==> src/rtl/bloom_filter_seven_hash_macros.svh <==
// ----------------------------------------------------------------------------
// bloom filter assertion macros
// checks on one clock with an active low reset; empty under synthesis
// ----------------------------------------------------------------------------
`ifndef BLOOM_FILTER_SEVEN_HASH_MACROS_SVH
`define BLOOM_FILTER_SEVEN_HASH_MACROS_SVH

`ifndef SYNTHESIS

// same-cycle implication
`define BFSH_ASSERT_IMPLY(label, clk, rst_n, cond, prop) \
    label: assert property (@(posedge clk) disable iff (!rst_n) (cond) |-> (prop)) \
        else $error("bloom filter check failed");

// next-cycle implication
`define BFSH_ASSERT_NEXT(label, clk, rst_n, cond, prop) \
    label: assert property (@(posedge clk) disable iff (!rst_n) (cond) |=> (prop)) \
        else $error("bloom filter check failed");

`else

`define BFSH_ASSERT_IMPLY(label, clk, rst_n, cond, prop)
`define BFSH_ASSERT_NEXT(label, clk, rst_n, cond, prop)

`endif

`endif

==> src/rtl/bfsh_pkg.sv <==
// ----------------------------------------------------------------------------
// bfsh_pkg
// shared types, constants and helpers of the seven-hash bloom filter
// ----------------------------------------------------------------------------
package bfsh_pkg;

    // bit store geometry
    localparam int INDEX_BITS = 20;
    localparam int ROW_BITS   = 5;
    localparam int ROW_WIDTH  = 1 << ROW_BITS;
    localparam int ADDR_BITS  = INDEX_BITS - ROW_BITS;
    localparam int ROW_COUNT  = 1 << ADDR_BITS;

    // hash lanes
    localparam int LANE_COUNT = 7;
    localparam int PROBE_BITS = $clog2(LANE_COUNT);
    localparam int HASH_RS    = 0;
    localparam int HASH_DJB   = 1;
    localparam int HASH_FNV   = 2;
    localparam int HASH_JS    = 3;
    localparam int HASH_PJW   = 4;
    localparam int HASH_SDBM  = 5;
    localparam int HASH_DEK   = 6;

    // hash constants
    localparam logic [31:0] RS_STEP     = 32'd378551;
    localparam logic [31:0] RS_START    = 32'd63689;
    localparam logic [31:0] JS_START    = 32'd1315423911;
    localparam logic [31:0] DJB_START   = 32'd5381;
    localparam logic [31:0] FNV_MULT    = 32'h811C9DC5;
    localparam logic [31:0] PJW_TOP     = 32'hF0000000;
    localparam logic [31:0] PJW_LOW     = 32'h0FFFFFFF;
    localparam int          PJW_SHIFT   = 24;
    localparam int          DEK_ROT     = 5;

    // command codes
    localparam logic CMD_QUERY  = 1'b0;
    localparam logic CMD_INSERT = 1'b1;

    // queue between front and back
    localparam int QUEUE_DEPTH    = 2;
    localparam int QUEUE_PTR_BITS = $clog2(QUEUE_DEPTH);
    localparam int QUEUE_CNT_BITS = $clog2(QUEUE_DEPTH + 1);

    typedef struct packed {
        logic       command;
        logic [7:0] data_byte;
        logic       carries_byte;
        logic       ends_word;
    } in_item_t;

    typedef struct packed {
        logic found;
        logic was_insert;
    } out_item_t;

    typedef struct packed {
        logic                                  command;
        logic [LANE_COUNT-1:0][INDEX_BITS-1:0] index;
    } queue_entry_t;

    typedef struct packed {
        logic         push;
        queue_entry_t entry;
    } q_push_t;

    typedef struct packed {
        logic full;
        logic empty;
    } q_status_t;

    typedef struct packed {
        logic clearing;
    } back_status_t;

    typedef enum logic [2:0] {
        BK_CLEAR,
        BK_IDLE,
        BK_READ,
        BK_CHECK,
        BK_HOLD
    } back_state_t;

    // rotate left by a 5-bit amount
    function automatic logic [31:0] rotl32(input logic [31:0] v, input logic [4:0] n);
        logic [63:0] tmp;
        tmp = {v, v} << n;
        return tmp[63:32];
    endfunction

    // xor fold of a 32-bit hash down to a store index
    function automatic logic [INDEX_BITS-1:0] fold(input logic [31:0] h);
        logic [31:0] sh;
        sh = h >> INDEX_BITS;
        return h[INDEX_BITS-1:0] ^ sh[INDEX_BITS-1:0];
    endfunction

endpackage

==> src/rtl/bfsh_queue.sv <==
// ----------------------------------------------------------------------------
// bfsh_queue
// short fifo of finished words between the hashing front and the probe back
// ----------------------------------------------------------------------------
module bfsh_queue (
    input  logic                   clk,
    input  logic                   rst_n,
    input  bfsh_pkg::q_push_t      push,
    input  logic                   pop,
    output bfsh_pkg::queue_entry_t head,
    output bfsh_pkg::q_status_t    status
);

    bfsh_pkg::queue_entry_t                entries [bfsh_pkg::QUEUE_DEPTH];
    logic [bfsh_pkg::QUEUE_PTR_BITS-1:0]   wr_ptr_reg;
    logic [bfsh_pkg::QUEUE_PTR_BITS-1:0]   rd_ptr_reg;
    logic [bfsh_pkg::QUEUE_CNT_BITS-1:0]   count_reg;
    logic                                  do_push;
    logic                                  do_pop;

    assign status.full  = (count_reg == bfsh_pkg::QUEUE_CNT_BITS'(bfsh_pkg::QUEUE_DEPTH));
    assign status.empty = (count_reg == '0);
    assign do_push      = push.push && !status.full;
    assign do_pop       = pop && !status.empty;
    assign head         = entries[rd_ptr_reg];

    // entry storage
    always_ff @(posedge clk)
    begin
        if (do_push)
        begin
            entries[wr_ptr_reg] <= push.entry;
        end
    end

    // pointers and fill count
    always_ff @(posedge clk or negedge rst_n)
    begin
        if (!rst_n)
        begin
            wr_ptr_reg <= '0;
            rd_ptr_reg <= '0;
            count_reg  <= '0;
        end
        else
        begin
            if (do_push)
            begin
                wr_ptr_reg <= (wr_ptr_reg == bfsh_pkg::QUEUE_PTR_BITS'(bfsh_pkg::QUEUE_DEPTH - 1))
                              ? '0 : wr_ptr_reg + 1'b1;
            end
            if (do_pop)
            begin
                rd_ptr_reg <= (rd_ptr_reg == bfsh_pkg::QUEUE_PTR_BITS'(bfsh_pkg::QUEUE_DEPTH - 1))
                              ? '0 : rd_ptr_reg + 1'b1;
            end
            if (do_push && !do_pop)
            begin
                count_reg <= count_reg + 1'b1;
            end
            else if (do_pop && !do_push)
            begin
                count_reg <= count_reg - 1'b1;
            end
        end
    end

endmodule

==> config.mk <==
export PLATFORM = sky130hd
export DESIGN_NAME = bfsh_queue
export DESIGN_NICKNAME = d
export VERILOG_FILES = /design/src/rtl/bloom_filter_seven_hash_macros.svh /design/src/rtl/bfsh_pkg.sv /design/src/rtl/bfsh_queue.sv
export SDC_FILE = /design/constraint.sdc
export NUM_CORES = 1
export LEC_CHECK = 0
export ABC_AREA = 1
export BUFFER_PORTS_ARGS = -buffer_cell sky130_fd_sc_hd__buf_2
export CAP_MARGIN = 5
export CORE_UTILIZATION = 26
export CTS_BUF_LIST = sky130_fd_sc_hd__clkbuf_4 sky130_fd_sc_hd__clkbuf_8
export DETAILED_ROUTE_END_ITERATION = 10
export GPL_TIMING_DRIVEN = 0
export SLEW_MARGIN = 20
export SYNTH_ARGS = -nofsm -noshare
export SYNTH_HDL_FRONTEND = slang
export SYNTH_SLANG_ARGS = --single-unit
==> constraint.sdc <==
create_clock -name clk -period 8 [get_ports clk]
set_clock_uncertainty 0.05 [all_clocks]
set_input_delay 1.6 -clock clk [delete_from_list [all_inputs] [get_ports clk]]
set_output_delay 1.6 -clock clk [all_outputs]
set_load 0.05 [all_outputs]
==> key figures, run 1 <==
Clocking
  • TritonCTS Buffers: 49
  • Hold Buf Count CTS: 0
  • CTS tree: built
  • Post-CTS setup buffer count: 0
  • CTS Buffer Depth: 3
  • Clock-pin slew on the worst setup and hold paths: approximately 0.070 ns
  • Resized Gates After CTS: 0
  • Sink Count: around 290
  • Max H-tree Level: 2
  • Latest clock arrival within the worst-skew pair: 0.59 ns
  • CTS root buf: clkbuf_8

Synthesis
  • Number of synthesized register bits: 286
  • Mean Syn Cell Area: between 10 and 15 sq um
  • Post-Synth XOR/XNOR Area: less than 1%
  • Netlist cell types: 15
  • Post-Synth Adder-Cell Area: 0.119%
  • Synth Area in Simple Gates: approximately 16%
  • Post-Syn Nets: approximately 900
  • Mapped Area: between 10,000 and 15,000 sq um
  • Main combinational cell family by area after synthesis: simple AND/OR/NAND/NOR gates
  • Warnings, synthesis: 0
  • Mux share of post-synthesis cell area: 0%
  • Synth Area in Compound Gates: less than 1%
  • Cell count after synthesis: approximately 770
  • Sequential element share of the synthesized area: 81.5%

STA
  • Slew headroom: 63.5%
  • Final setup viols: 0
  • Post-route minimum period: approximately 3.8 ns
  • Min Hold Slack: about 0.44 ns
  • Final hold viol count: 0
  • Fin. max-slew vios: 0
  • Worst Max-Slew Pin Slew: around 0.55 ns
  • Maximum clock rate: about 270 MHz
  • Final Cycle Share: a little under half
  • Setup_tns: 0 ns
  • RSZ-0062 raised after global routing: false

GRT
  • Global route overflow: 0
  • GR Layer Usage met3: 5.10%
  • Largest net degree at the start of global routing: 80
  • Initial antenna violation count: 6
  • Layer with the highest usage: met2
  • Global-route wire length before repair: roughly 38,000 um
  • GRT Resource Usage Total: about an eighth
  • Routing usage on met1: between 10% and 20%
  • M2 GR Usage: a little under a fifth
  • Vias in the first global route: between 6,000 and 7,000

Layout
  • Layout cells sized above 1: around a third
  • Final instance area: 13,800 sq um
  • Most frequent cells in the layout: 432 x nand2_1, 307 x buf_2, 282 x edfxtp_1, 51 x clkbuf_8, 14 x clkbuf_4
  • Commonest non-fill, non-tap cell in the layout: nand2_1
  • Fin cells: between 1,500 and 2,000
  • Area Overhead vs Synth: 31.7%
  • Final-stage net count: around 1,300
  • Final core occ: 34.7%
  • Largest register FFs: 282

Floorplanning
  • Core ar.: between 30,000 and 40,000 sq um
  • IO Pins: between 200 and 300
  • Starting Density: a little over a quarter
  • Die width: 203 um
  • Die area: a little over 40,000 sq um
  • Site row count: 73
  • Die height: ~200 um

Setup path
  • WP data arrival: approximately 2.1 ns
  • Critical path fanouts, max: 10
  • Worst path cell trace: buf_4 > inv_4 > buf_6 > buf_6 > nand2_1 > nand2_1 > buf_2
  • R2r setup slk: 5.77 ns
  • Critical path data required time: between 6 and 7 ns
  • CP Launch Type: flip-flop
  • Slowest stage cell, crit path: dfrtp_1
  • Crit path from: rd_ptr_reg$_DFFE_PN0P_
  • CP Class: reg -> out
  • Slowest stage delay, CP: 0.36 ns
  • Worst Reg2Reg Path Length in Cells: 6
  • Reg2reg start: count_reg[1]$_DFFE_PN0P_
  • Crit path max-delay family: buffers and inverters
  • Critical R2R Capture: entries[0][118]$_DFFE_PP_
  • CP Capture Type: output pin
  • Worst setup path end: head[100]
  • Stages on the worst setup path: 7
  • WP buf/inv: 5

Place
  • DP Area: roughly 13,000 sq um
  • Dpl cells: around 1,600
  • Port Buf Inserts: ~290
  • GPL Wtd Cong: just over 0.7
  • Post-DP HPWL: between 15,000 and 20,000 um

Routing
  • Via-to-Cell Ratio: between 3 and 4
  • WL final: between 20,000 and 25,000 um
  • DRC: 0
  • Drt first-iter violations: 263
  • Routed length per instance: roughly 15 um
  • Via Count: between 6,000 and 7,000
  • Post-route ant nets: 0
  • TritonRoute pass-1 iters: 4

Run
  • Max_cap viols: 0

Pwr
  • Power Density: 459 nW/um^2
  • Peak supply drop: approximately 0.00021 V
  • Leak Pwr: 0.00593 uW

Run status
  • Outcome: finished clean

Hold path
  • Hold/Removal Path Class: reg -> reg
-- kinds of logic after synthesis --
kind of cell / Yosys count
adder cells (fa/ha/maj): 1
AO/OA/AOI/OAI: 2
XOR/XNOR: 1
flip-flops: 286
buffers and inverters: 39
AND/OR/NAND/NOR: 439
-- worst reg2reg max path, cell delays in order (launching register included) --
cell     delay, ns
dfrtp_1       0.41
inv_1         0.12
nor2_1        0.07
nor2_1        0.17
nand2_1       0.18
inv_8         0.36
buf_16        0.39
-- cell type report --
type,instances,area (sq um)
antenna,1,2.50
buffer,31,220
clock buffer,65,807
clock inverter,20,215
fill,3993,26000
inverter,8,40.0
multi-input combinational,443,1690
sequential,286,8570
tap,525,657
timing repair buffer,295,1630
-- worst min-delay path by stage --
stage                            from                endpoint  slack, ns  cells after the start
2_1_floorplan  wr_ptr_reg$_DFFE_PN0P_  wr_ptr_reg$_DFFE_PN0P_       0.40                      2
3_3_place_gp   wr_ptr_reg$_DFFE_PN0P_  wr_ptr_reg$_DFFE_PN0P_       0.41                      2
3_5_place_dp   wr_ptr_reg$_DFFE_PN0P_  wr_ptr_reg$_DFFE_PN0P_       0.43                      2
4_1_cts        wr_ptr_reg$_DFFE_PN0P_  wr_ptr_reg$_DFFE_PN0P_       0.45                      2
5_1_grt        wr_ptr_reg$_DFFE_PN0P_  wr_ptr_reg$_DFFE_PN0P_       0.48                      2
6_report       wr_ptr_reg$_DFFE_PN0P_  wr_ptr_reg$_DFFE_PN0P_       0.44                      2
-- Yosys cell counts --
| master | count | area share [%] |
|---|---|---|
| buf_6 | 10 | 1.1 |
| nor2_1 | 4 | 0.14 |
| inv_1 | 7 | 0.25 |
| edfxtp_1 | 282 | 81 |
| dfrtp_1 | 4 | 0.95 |
| nand3b_1 | 1 | 0.071 |
| nand4_1 | 1 | 0.060 |
| nand3_1 | 1 | 0.048 |
| o21ai_0 | 2 | 0.095 |
| ha_1 | 1 | 0.12 |
| nand2_1 | 432 | 15 |
| buf_2 | 20 | 0.95 |
| inv_4 | 1 | 0.060 |
| buf_4 | 1 | 0.071 |
| xnor2_1 | 1 | 0.083 |
-- metal layers --
layer  up-vias  wire [um]
met1      3079      10300
li1       3299          -
met2       207      11700
met5         -         63
met4        10        667
met3        62       2240
-- where the power goes --
group / internal [uW] / switching, uW
clock network: 813 / 580
registers: 2040 / 71.5
logic: 595 / 2250
-- through the flow --
stage	setup WS [ns]	total power, uW
after CTS	4.09	6470
after detailed placement	4.56	5050
final	4.25	6350
after global placement	-0.466	5030
after global routing	4.08	6700
after floorplan	2.12	4250
(Power assumes the default switching activity.)
==> run 2, diff against run 1 <==
==> constraint.sdc (replaced) <==
create_clock -name clk -period 3.65 [get_ports clk]
set_clock_uncertainty 0.05 [all_clocks]
set_input_delay 0.73 -clock clk [delete_from_list [all_inputs] [get_ports clk]]
set_output_delay 0.73 -clock clk [all_outputs]
set_load 0.05 [all_outputs]
==> run 2 against run 1 <==
Effect of this change: via count is 2.3% higher; sequential share of layout area is 0.50 points lower; sequential power up 120%; die area unchanged; cell area grew 0.81%; combinational power is 120% higher; setup slack worse by 3.5 ns; largest cell class unchanged; critical path depth unchanged; critical path type unchanged; clock-buffer cell count is the same.
==> key figures, run 2 (synthesis results as in run 1) <==
Floorplanning
  • Starting Density: around a quarter
  • Site row count: 73
  • Die area: 41,200 sq um
  • IO Pins: 288
  • Die height: about 200 um
  • Core ar.: 39,800 sq um
  • Die width: a little over 200 um

Routing
  • TritonRoute pass-1 iters: 4
  • DRC: 0
  • WL final: ~25,000 um
  • Drt first-iter violations: around 280
  • Via Count: roughly 6,800
  • Routed length per instance: about 15 um
  • Post-route ant nets: 0
  • Via-to-Cell Ratio: just over 4

Layout
  • Area Overhead vs Synth: 32.8%
  • Final instance area: 14,000 sq um
  • Final-stage net count: ~1,300
  • Layout cells sized above 1: between 30% and 40%
  • Largest register FFs: approximately 280
  • Most frequent cells in the layout: 432 x nand2_1, 307 x buf_2, 282 x edfxtp_1, 53 x clkbuf_8, 12 x clkbuf_4
  • Fin cells: around 1,700
  • Commonest non-fill, non-tap cell in the layout: nand2_1

Clocking
  • CTS root buf: clkbuf_8
  • CTS tree: built
  • Post-CTS setup buffer count: 0
  • TritonCTS Buffers: 50
  • Sink Count: 286
  • Resized Gates After CTS: 0
  • Latest clock arrival within the worst-skew pair: approximately 0.60 ns
  • CTS Buffer Depth: 3
  • Max H-tree Level: 2
  • Clock-pin slew on the worst setup and hold paths: 0.07 ns

Place
  • GPL Wtd Cong: between 0.7 and 0.8
  • Dpl cells: 1,593
  • DP Area: about 13,000 sq um
  • Post-DP HPWL: 17,400 um
  • Port Buf Inserts: ~290

Pwr
  • Leak Pwr: between 0.005 and 0.006 uW
  • Net Sw Frac: 45.8%
  • Net switching power: between 6000 and 7000 uW
  • Internal Power: between 7000 and 8000 uW
  • Comb pwr share: between 40% and 50%
  • Power Density: about 1000 nW/um^2
  • Reg power frac: 33.1%
  • Clk pwr share: a little over a fifth
  • Peak supply drop: between 0.0004 and 0.0005 V

STA
  • Final hold viol count: 0
  • RSZ-0062 raised after global routing: false
  • Fin. max-slew vios: 0
  • Slew headroom: approximately three fifths
  • Worst Max-Slew Pin Slew: roughly 0.60 ns
  • Min Hold Slack: about 0.27 ns
  • Post-route minimum period: between 2 and 3 ns
  • Final setup viols: 0
  • Maximum clock rate: ~350 MHz
  • Final Cycle Share: around four fifths

Setup path
  • WP data arrival: 2.08 ns
  • CP Launch Type: flip-flop
  • CP Capture Type: output pin
  • Critical path data required time: approximately 2.9 ns
  • Critical path fanouts, max: 10
  • CP Class: reg -> out

GRT
  • GRT Resource Usage Total: 12.1%
  • Global-route wire length before repair: 37,600 um
  • Largest net degree at the start of global routing: 31
  • Global route overflow: 0
  • Initial antenna violation count: 2
  • Vias in the first global route: between 6,000 and 7,000

Run
  • Max_cap viols: 0

Run status
  • Outcome: finished clean

Hold path
  • Hold/Removal Path Class: in -> reg
## run 2: stage by stage
| step | utilization (%) | setup slack [ns] | power (uW) | TNS [ns] |
|---|---|---|---|---|
| after global placement | 31.7 | -1.52 | 11000 | -401.79 |
| after floorplan | - | 0.138 | 9280 | 0 |
| after detailed placement | 32.4 | 1.08 | 11100 | 0 |
| after global routing | 35.0 | 0.615 | 14700 | 0 |
| after CTS | 35.0 | 0.645 | 14300 | 0 |
| final | 35.0 | 0.791 | 14000 | 0 |
## run 2: final cells by class
cell class	instances	area, sq um
Clock buffer	65	820
Tap cell	525	657
Buffer	31	220
Fill cell	3939	25900
Inverter	8	36.3
Antenna cell	1	2.50
Timing Repair Buffer	301	1740
Multi-Input combinational cell	443	1700
Clock inverter	23	201
Sequential cell	286	8570
## run 2: worst max-delay path, stage by stage, from the launching register on
cell and delay [ns]:
dfrtp_1 0.35, buf_4 0.18, inv_4 0.13, buf_6 0.21, buf_6 0.17, nand2_1 0.06
nand2_1 0.06, buf_2 0.30
## run 2: power groups by stage
stage	sequential [uW]	combinational, uW	clock [uW]
2_1_floorplan	4720	4560	0
3_3_place_gp	4800	6170	0
3_5_place_dp	4700	6450	0
4_1_cts	4640	6470	3150
5_1_grt	4690	6780	3270
6_report	4630	6340	3020
## run 2: what timing repair did
action                     in CTS  in global routing
setup endpoints to repair       0                  0
hold endpoints to repair        4                  0
hold buffers                    1                  0
## run 2: layer usage
layer / GRT usage, % / wire (um)
met1: 13.4 / 10000
met2: 20.2 / 12300
met3: 5.23 / 2310
met4: 4.94 / 741
met5: 0 / 11
## run 2: final timing paths
| check | from | cells after the start | slack (ns) | end |
|---|---|---|---|---|
| max in group asynchronous | rst_n | 2 | 2.97 | rd_ptr_reg$_DFFE_PN0P_ |
| setup / recovery | rd_ptr_reg$_DFFE_PN0P_ | 7 | 0.79 | head[83] |
| min in group asynchronous | rst_n | 2 | 0.45 | wr_ptr_reg$_DFFE_PN0P_ |
| setup reg to reg | count_reg[1]$_DFFE_PN0P_ | 6 | 1.37 | entries[1][103]$_DFFE_PP_ |
| hold / removal | push[43] | 1 | 0.27 | entries[0][43]$_DFFE_PP_ |
| hold reg to reg | wr_ptr_reg$_DFFE_PN0P_ | 2 | 0.45 | wr_ptr_reg$_DFFE_PN0P_ |
==> run 3, diff against run 2 <==
==> constraint.sdc (replaced) <==
create_clock -name clk -period 2.45 [get_ports clk]
set_clock_uncertainty 0.05 [all_clocks]
set_input_delay 0.49 -clock clk [delete_from_list [all_inputs] [get_ports clk]]
set_output_delay 0.49 -clock clk [all_outputs]
set_load 0.05 [all_outputs]
==> run 3 against run 2 <==
Effect of this change: die area unchanged; largest power group unchanged; sequential power increased by 50%; critical endpoint is now head[86]; clock-buffer cell count increased by 3; combinational power increased by 92%; sequential cell count unchanged; clock power increased by 40%; power increased by 67%; sequential share of layout area decreased by 9.8 points.
==> key figures, run 3 (synthesis results as in run 1) <==
Run status
  • Outcome: finished clean

Hold path
  • Hold wc startpoint: pop
  • Worst hold endpoint: rd_ptr_reg$_DFFE_PN0P_
  • Hold path depth: 3
  • Hold/Removal Path Class: in -> reg

Run
  • Max_cap viols: 0

Routing
  • TritonRoute pass-1 iters: 4
  • DRC: 0
  • Post-route ant nets: 0
  • Routed length per instance: between 15 and 20 um
  • WL final: 28,600 um
  • Via Count: roughly 7,500
  • Drt first-iter violations: 372
  • Via-to-Cell Ratio: just over 4

STA
  • Slew headroom: between 50 and 60%
  • Fin. max-slew vios: 0
  • Maximum clock rate: between 400 and 500 MHz
  • Final setup viols: 0
  • Worst setup margin: 0.0551 ns
  • Post-route minimum period: about 2.4 ns
  • Setup_tns: 0 ns
  • RSZ-0062 raised after global routing: true
  • Final hold viol count: 0
  • Worst Max-Slew Pin Slew: between 0.5 and 0.6 ns
  • Final Cycle Share: between 90 and 100%

Place
  • Pre-CTS WS: around 0.13 ns
  • Port Buf Inserts: approximately 290
  • GPL Wtd Cong: slightly above 0.7
  • DP Area: 13,000 sq um
  • Post-DP HPWL: roughly 17,000 um

GRT
  • Global-route wire length before repair: between 40,000 and 50,000 um
  • GRT Resource Usage Total: ~14%
  • Global route overflow: 0
  • Initial antenna violation count: 3
  • Vias in the first global route: slightly below 8,000
  • Largest net degree at the start of global routing: 28

Setup path
  • WP data arrival: around 1.9 ns
  • Worst Reg2Reg Path Length in Cells: 8
  • Most frequent CP cell: buf_6
  • CP Capture Type: output pin
  • WP buf/inv: 4
  • Critical path data required time: roughly 1.9 ns
  • Slowest stage delay, CP: about 0.37 ns
  • Slowest stage cell, crit path: dfrtp_1
  • Reg2reg start: count_reg[1]$_DFFE_PN0P_
  • Critical R2R Capture: entries[0][24]$_DFFE_PP_
  • Crit path max-delay family: buffers and inverters
  • Critical path fanouts, max: 10
  • CP Launch Type: flip-flop
  • Worst path cell trace: buf_12 > buf_8 > buf_6 > nand2_1 > nand2_2 > buf_6
  • CP Class: reg -> out
  • R2r setup slk: 0.18 ns

Layout
  • Most frequent cells in the layout: 359 x nand2_1, 282 x edfxtp_1, 152 x buf_2, 142 x dlygate4sd3_1, 85 x buf_6
  • Sequential cell area: approximately 8600 sq um
  • Final instance area: 16,600 sq um
  • Final-stage net count: 1,417
  • Fillers: about 3,700
  • Multi-input gate area: 1890 sq um
  • Largest register FFs: 282
  • Area Overhead vs Synth: 58.1%
  • Layout cells sized above 1: ~38%
  • Commonest non-fill, non-tap cell in the layout: nand2_1
  • Final core occ: between 40% and 50%

Clocking
  • TritonCTS Buffers: slightly below 50
  • CTS tree: built
  • CTS Buffer Depth: 3
  • Latest clock arrival within the worst-skew pair: 0.60 ns
  • CTS root buf: clkbuf_8
  • Sink Count: about 290
  • Clock-pin slew on the worst setup and hold paths: 0.06 ns
  • Max H-tree Level: 2

Pwr
  • Comb pwr share: 52.2%
  • Clk pwr share: a little under a fifth
  • Reg power frac: around 30%
  • Power Density: roughly 1400 nW/um^2
  • Net switching power: 10,300 uW
  • Net Sw Frac: around 44%
  • Leak Pwr: between 0.006 and 0.007 uW
  • Peak supply drop: between 0.0008 and 0.0009 V
  • Internal Power: 13,100 uW

Floorplanning
  • Die height: 203 um
  • Starting Density: approximately a quarter
  • Die width: approximately 200 um
  • Core ar.: 39,800 sq um
  • Die area: between 40,000 and 50,000 sq um
  • IO Pins: between 200 and 300
  • Site row count: 73
[run 3: timing repair]
| item | in CTS | in global routing |
|---|---|---|
| hold buffers | 142 | 0 |
| gates resized for setup | 280 | 72 |
| gates cloned | 3 | 4 |
| pin swaps | 5 | 0 |
| endpoints found under the setup margin | 141 | 121 |
| setup buffers | 3 | 2 |
| endpoints found under the hold margin | 286 | 0 |
[run 3: worst max path at each step]
stage / startpoint / endpoint / slack (ns) / cells after the start
2_1_floorplan: count_reg[1]$_DFFE_PN0P_ / entries[0][0]$_DFFE_PP_ / -0.98 / 5
3_3_place_gp: push[141] / entries[0][24]$_DFFE_PP_ / -2.46 / 5
3_5_place_dp: push[141] / entries[1][9]$_DFFE_PP_ / 0.13 / 6
4_1_cts: rd_ptr_reg$_DFFE_PN0P_ / head[64] / -0.06 / 7
5_1_grt: rd_ptr_reg$_DFFE_PN0P_ / head[107] / -0.06 / 7
6_report: rd_ptr_reg$_DFFE_PN0P_ / head[86] / 0.06 / 6
[run 3: tightest hold or removal path, delay by kind of cell]
family / cells / cell delay [ns]
buf+inv: 1 / 0.09
simple gates: 2 / 0.13
[run 3: routing by layer]
layer | up-vias | global-route usage (%) | share of wire, %
met4 | 0 | 7.55 | 3.9
met5 | - | 0 | 0
met3 | 74 | 3.64 | 5.9
met2 | 241 | 22.6 | 50
met1 | 3529 | 15.7 | 40
li1 | 3625 | - | -
[run 3: stage by stage]
step	hold slack (ns)	instances	total power [uW]
4_1_cts	0.0238	1830	23100
5_1_grt	0.0669	1837	24500
2_1_floorplan	0.144	768	13800
6_report	0.104	1838	23400
3_3_place_gp	0.253	1580	16400
3_5_place_dp	0.258	1593	16700
[run 3: area by class of cell]
class,count,area share [%]
Multi-Input combinational cell,443,11.4
Clock inverter,22,0.716
Timing Repair Buffer,454,24.8
Buffer,29,2.18
Tap cell,525,3.95
Clock buffer,68,4.99
Sequential cell,286,51.6
Antenna cell,3,0.0452
Inverter,8,0.362
[run 3: power by group through the flow]
stage / combinational [uW] / clock, uW / sequential (uW)
finish: 12200 / 4220 / 6930
global route: 12900 / 4580 / 7020
global placement: 9200 / 0 / 7150
detailed placement: 9670 / 0 / 7000
CTS: 11800 / 4400 / 6910
floorplan: 6800 / 0 / 7040
